--- src/hw/rtl/lcwm_pkg.sv ---
`timescale 1ns / 1ps
`default_nettype none
// ----------------------------------------------------------------------------
// lcwm_pkg
// Shared types and constants of the load class weighted moments core.
// ----------------------------------------------------------------------------
package lcwm_pkg;

	localparam int VW     = 48;  // Q24.24 result width
	localparam int CELLW  = 26;  // grid cell width
	localparam int WGTW   = 25;  // input weight width
	localparam int CNTW   = 6;   // input count width
	localparam int FRAC   = 24;
	localparam int QDEPTH = 4;
	localparam int QPW    = 2;

	localparam logic [VW-1:0]    VAL_MAX  = '1;
	localparam logic [CELLW-1:0] CELL_MAX = '1;

	localparam logic [2:0] ST_MEAN_HET = 3'd0;
	localparam logic [2:0] ST_VAR_HET  = 3'd1;
	localparam logic [2:0] ST_MEAN_HOM = 3'd2;
	localparam logic [2:0] ST_VAR_HOM  = 3'd3;
	localparam logic [2:0] ST_MEAN_TOT = 3'd4;
	localparam logic [2:0] ST_VAR_TOT  = 3'd5;
	localparam logic [2:0] ST_RATIO    = 3'd6;

	// back end status seen by the front end
	typedef struct packed {
		logic clearing;
	} lcwm_bstat_t;

endpackage
`default_nettype wire

--- src/hw/rtl/lcwm_queue.sv ---
`timescale 1ns / 1ps
`default_nettype none
// ----------------------------------------------------------------------------
// lcwm_queue
// Small register FIFO between the front end and the back end.
// ----------------------------------------------------------------------------
module lcwm_queue import lcwm_pkg::*; #(
	parameter int W = 8
) (
	input  wire logic         clk,
	input  wire logic         arst_n,
	input  wire logic         push,
	input  wire logic [W-1:0] push_data,
	output logic              full,
	input  wire logic         pop,
	output logic              head_valid,
	output logic [W-1:0]      head_data
);

	logic [W-1:0]   mem_q [QDEPTH];
	logic [QPW-1:0] wp_q, rp_q;
	logic [QPW:0]   cnt_q;

	assign full       = (cnt_q == (QPW+1)'(QDEPTH));
	assign head_valid = (cnt_q != '0);
	assign head_data  = mem_q[rp_q];

	always_ff @(posedge clk or negedge arst_n) begin
		if (!arst_n) begin
			wp_q  <= '0;
			rp_q  <= '0;
			cnt_q <= '0;
		end else begin
			if (push)
				wp_q <= wp_q + 1'b1;
			if (pop)
				rp_q <= rp_q + 1'b1;
			if (push && !pop)
				cnt_q <= cnt_q + 1'b1;
			else if (pop && !push)
				cnt_q <= cnt_q - 1'b1;
		end
	end

	always_ff @(posedge clk) begin
		if (push)
			mem_q[wp_q] <= push_data;
	end

endmodule
`default_nettype wire

--- config.mk ---
export PLATFORM = sky130hd
export DESIGN_NAME = lcwm_queue
export DESIGN_NICKNAME = d
export VERILOG_FILES = /design/src/hw/rtl/lcwm_pkg.sv /design/src/hw/rtl/lcwm_queue.sv
export SDC_FILE = /design/constraint.sdc
export NUM_CORES = 1
export LEC_CHECK = 0
export ABC_AREA = 1
export BUFFER_PORTS_ARGS = -buffer_cell sky130_fd_sc_hd__buf_2
export CELL_PAD_IN_SITES_DETAIL_PLACEMENT = 0
export CELL_PAD_IN_SITES_GLOBAL_PLACEMENT = 1
export CORE_MARGIN = 2
export CORE_UTILIZATION = 48
export CTS_BUF_LIST = sky130_fd_sc_hd__clkbuf_16
export CTS_CLUSTER_DIAMETER = 60
export DETAILED_ROUTE_END_ITERATION = 12
export GPL_ROUTABILITY_DRIVEN = 1
export PLACE_DENSITY_LB_ADDON = 0.1
export RECOVER_POWER = 50
export SETUP_SLACK_MARGIN = 0.3
export SYNTH_ARGS = -nofsm -noshare
export SYNTH_HDL_FRONTEND = slang
export SYNTH_SLANG_ARGS = --single-unit
--- constraint.sdc ---
create_clock -name clk -period 3.3 [get_ports clk]
set_input_delay 0.66 -clock clk [delete_from_list [all_inputs] [get_ports clk]]
set_output_delay 0.66 -clock clk [all_outputs]
set_load 0.1 [all_outputs]
* Word-level counts from Yosys, hierarchy flattened
Memory sizes are Yosys's and may differ from the RTL's. Index checks and enable logic that the tools add are counted. W data, S select, Z words.
Cells by class: $add $sub $neg 4, equality and inequality tests 1, mux-type cells 4, reductions and logical operators 6
Operator list (number):
- $mux W3 | 2
- $add A2 B1 Y2 const B | 2
- $add A3 B1 Y3 const B | 1
- $eq A3 B3 Y1 const B | 1
- $reduce_bool A3 Y1 | 1
- $sub A3 B1 Y3 const B | 1
- $logic_and A1 B1 Y1 | 2
- $logic_not A1 Y1 | 2
- $mux W1 | 2
- $reduce_bool A2 Y1 | 1
Storage, ports and cells: flip-flop bits (word level) 7, bits in writable memories 32, bits of input ports 12, output and inout bits 10, word-level logic and storage cells 19, memories kept 1
Memories:
- mem_q | depth 4, width 8, rd ports 1, clocked after memory_dff 0, write ports 1, line lcwm_queue.sv:20 | logic [W-1:0] mem_q [QDEPTH];

* Longest topological paths before layout
word-level depth 4, depth in mapped cells 9, depth with buffers taken out 9

* Worst setup path before layout
Ideal clock, no wire load.
path type register to output, from register cnt_q[0], to output port full, arrival 2.503 ns, required time 2.640 ns, setup slack 0.137 ns, cell stages (with the launch flop) 2, path buffers 0, cell sequence dfrtp_1 nor3_1
On the way: longest elaborated chain between the ends 1
RTL lines:
- start, declared | line lcwm_queue.sv:22 | logic [QPW:0] cnt_q;
- start signal, assigned | line lcwm_queue.sv:39 | cnt_q <= cnt_q + 1'b1;
- start signal, assigned | line lcwm_queue.sv:41 | cnt_q <= cnt_q - 1'b1;
- $eq A3 B3 Y1 | line lcwm_queue.sv:24 | assign full = (cnt_q == (QPW+1)'(QDEPTH));
- end, declared | line lcwm_queue.sv:14 | output logic full,
Every way passes these cells.

* Final worst setup path
from register rp_q[0], to output port head_data[5]
On the way: longest elaborated chain between the ends 1
RTL lines:
- start, declared | line lcwm_queue.sv:21 | logic [QPW-1:0] wp_q, rp_q;
- start signal, assigned | line lcwm_queue.sv:37 | rp_q <= rp_q + 1'b1;
- $mem_v2 Z4 W8
- end, declared | line lcwm_queue.sv:17 | output logic [W-1:0] head_data
Every way passes these cells.

==> results.cfg <==
[cts]
htreeDepth = 2
clock_path_buffers = 2
cts_resized = 0
clock_latency_ns = 0.27
post-cts-setup-buffers = 0
cts_made_buffers = 5
tritoncts = done
cts.sinks = 39
ctsRootBufferMaster = clkbuf_16
hold_buffers = 0
path_clk_slew_ns = 0.05

[detailed_routing]
vias_per_cell = 4.70
dr.pass1.iters = 4
route.detailed.drc = 0
avgRoutedWirePerCell_um = 12.4
drt_iter0_markers = 10
dr_total_vias = 996
wl_mm = 2.63
detail-route-antenna-nets = 0

[worst_setup_path]
critPathBufInv = 2
startpoint_type = flop
cp.required_ns = 2.64
worstPathCellList = buf_4, o211ai_1, nand2_1, buf_2
critPathTopFamily = buffers and inverters
path_class = reg -> out
max_stage_delay_ns = 0.70
slowest_stage = dfrtp_1
cp.arrival_ns = 1.90
endpoint_kind = output pin
worst-r2r-setup-slack_ns = 1.95
crit_fanout = 19

[timing]
timing.fmax_mhz = 391
hold_viol_final = 0
slew_headroom_pct = 62.2
drv_slew = 0
fin_crit_sh_pct = 77.4
rsz0062_at_grt = no
worst_pin_slew_ns = 0.567
skew_ns = 0.00369
period_needed_ns = 2.56
setup_viol = 0
tns_ns = 0

[floorplan]
die_h_um = 63.7
dieArea_mm2 = 0.00405
pin_count = 22
die_w_um = 63.7
rows = 21
core_area_mm2 = 0.00339
initial_core_util_pct = 50.4

[finish]
fin_nets = 183
area_delta_synth_final_pct = 15.9
multiInputGateArea_um2 = 415
seq_area_mm2 = 0.00114
instances_no_fill = 212
postLayoutCoreUtil_pct = 58.4
insertedDiodeCount = 0
fillers = 283
drive_gt1_share_pct = 13.3

[global_route]
grt_pass1_wl_mm = 4.39
grt_max_degree = 20
first_global_vias = 959
antenna_found_initial = 0
grtUsageTotal_pct = 14.9
grt_overflow_total = 0

[worst_hold_path]
min_path_type = in -> async

[yosys]
synthCells = 142
synth-seq-cells = 39
seq_area_frac_synth_pct = 66.5
synthesis.nets = 160
synth_cell_type_count = 19
syn_avg_cell_area_um2 = 12.0
yosys_warnings = 0
syn_area_mm2 = 0.00171

[placement]
placedCellCount = 204
io_buffer_count = 21
hpwl_mm = 1.82
gp_congestion = 0.672

[flow_run]
maxCapViolations = 0

[outcome]
status = completed
through the flow:
step                hold WS [ns]  setup slack [ns]  area (µm²)
finish                     0.276             0.745        1980
global route               0.301             0.607        1980
CTS                        0.209             0.733        1990
detailed placement         0.465              1.03        1830
global placement           0.456              1.07        1830
floorplan                  0.364             0.981        1710
flip-flops by register name, indices dropped and copies added, names as in the netlist:
| name | flops |
|---|---|
| cnt_q | 3 |
| rp_q | 2 |
| wp_q | 2 |
| mem_q | 32 |
cell type report:
type,instances,share of cell area (%)
Timing Repair Buffer,22,5.05
Tap cell,46,2.91
Inverter,28,5.43
Clock buffer,5,6.32
Multi-Input combinational cell,69,21.0
Clock inverter,3,1.96
Sequential cell,39,57.4
kinds of logic (layout without fill, tap and decap cells):
group / count (synthesis) / in the layout / synth area share (%)
and+or+nand+nor: 42 / 42 / 9.52
DFF: 39 / 39 / 66.5
buffers and inverters: 34 / 58 / 9.52
AOI/OAI and AO/OA: 17 / 17 / 7.61
adders and majority gates: 6 / 6 / 4.83
xor gates and xnor gates: 4 / 4 / 2.05
cells in the final DEF, fill, tap and decap left out:
cell and n:
buf_4 1, ha_1 5, o211ai_2 1, clkbuf_1 10, nand2_1 38, edfxtp_1 32
o21ai_0 1, clkinv_2 1, fa_1 1, inv_4 1, nor3_2 1, clkinv_1 1
bufinv_16 1, o211ai_1 15, clkbuf_16 5, xnor2_1 1, inv_1 27, dfrtp_1 7
xor2_1 3, nand3_1 1, buf_2 11, nand4_1 1, nor2_1 1
cells in the mapped netlist:
cell type | n | area, µm²
xnor2_1 | 1 | 8.76
o211ai_2 | 1 | 12.5
ha_1 | 5 | 62.6
dfrtp_1 | 7 | 175
nor3_1 | 1 | 5.00
nor2_1 | 1 | 3.75
inv_4 | 1 | 6.26
clkbuf_2 | 1 | 5.00
xor2_1 | 3 | 26.3
edfxtp_1 | 32 | 961
nand4_1 | 1 | 6.26
fa_1 | 1 | 20.0
inv_1 | 27 | 101
nand2_1 | 38 | 143
buf_2 | 1 | 5.00
o21ai_1 | 1 | 5.00
nand3_1 | 1 | 5.00
o211ai_1 | 15 | 113
buf_6 | 4 | 45.0
path summary, 6_finish.rpt:
kind	from	endpoint	cells after the start
max	rp_q[0]$_DFFE_PN0P_	head_data[5]	4
min	arst_n	cnt_q[2]$_DFFE_PN0P_	1
max reg2reg	wp_q[0]$_DFFE_PN0P_	mem_q[2][7]$_DFFE_PP_	4
min reg2reg	cnt_q[2]$_DFFE_PN0P_	cnt_q[2]$_DFFE_PN0P_	2
max in group asynchronous	arst_n	wp_q[0]$_DFFE_PN0P_	1
min in group clk	cnt_q[2]$_DFFE_PN0P_	cnt_q[2]$_DFFE_PN0P_	2
worst reg2reg max path, stage by stage (launching register included):
cell     delay [ns]
dfrtp_1        0.42
inv_1          0.10
ha_1           0.14
nand2_1        0.04
inv_1          0.30
routing by layer:
metal  wire length [µm]  GRT usage [%]
met5                  0              0
met4                 53           6.52
met3                102           4.82
met2               1370           26.6
met1               1100           16.1
Power is left out: the tool's default activity adds up to more than one toggle a clock period on the data nets, which glitch-free logic cannot reach.
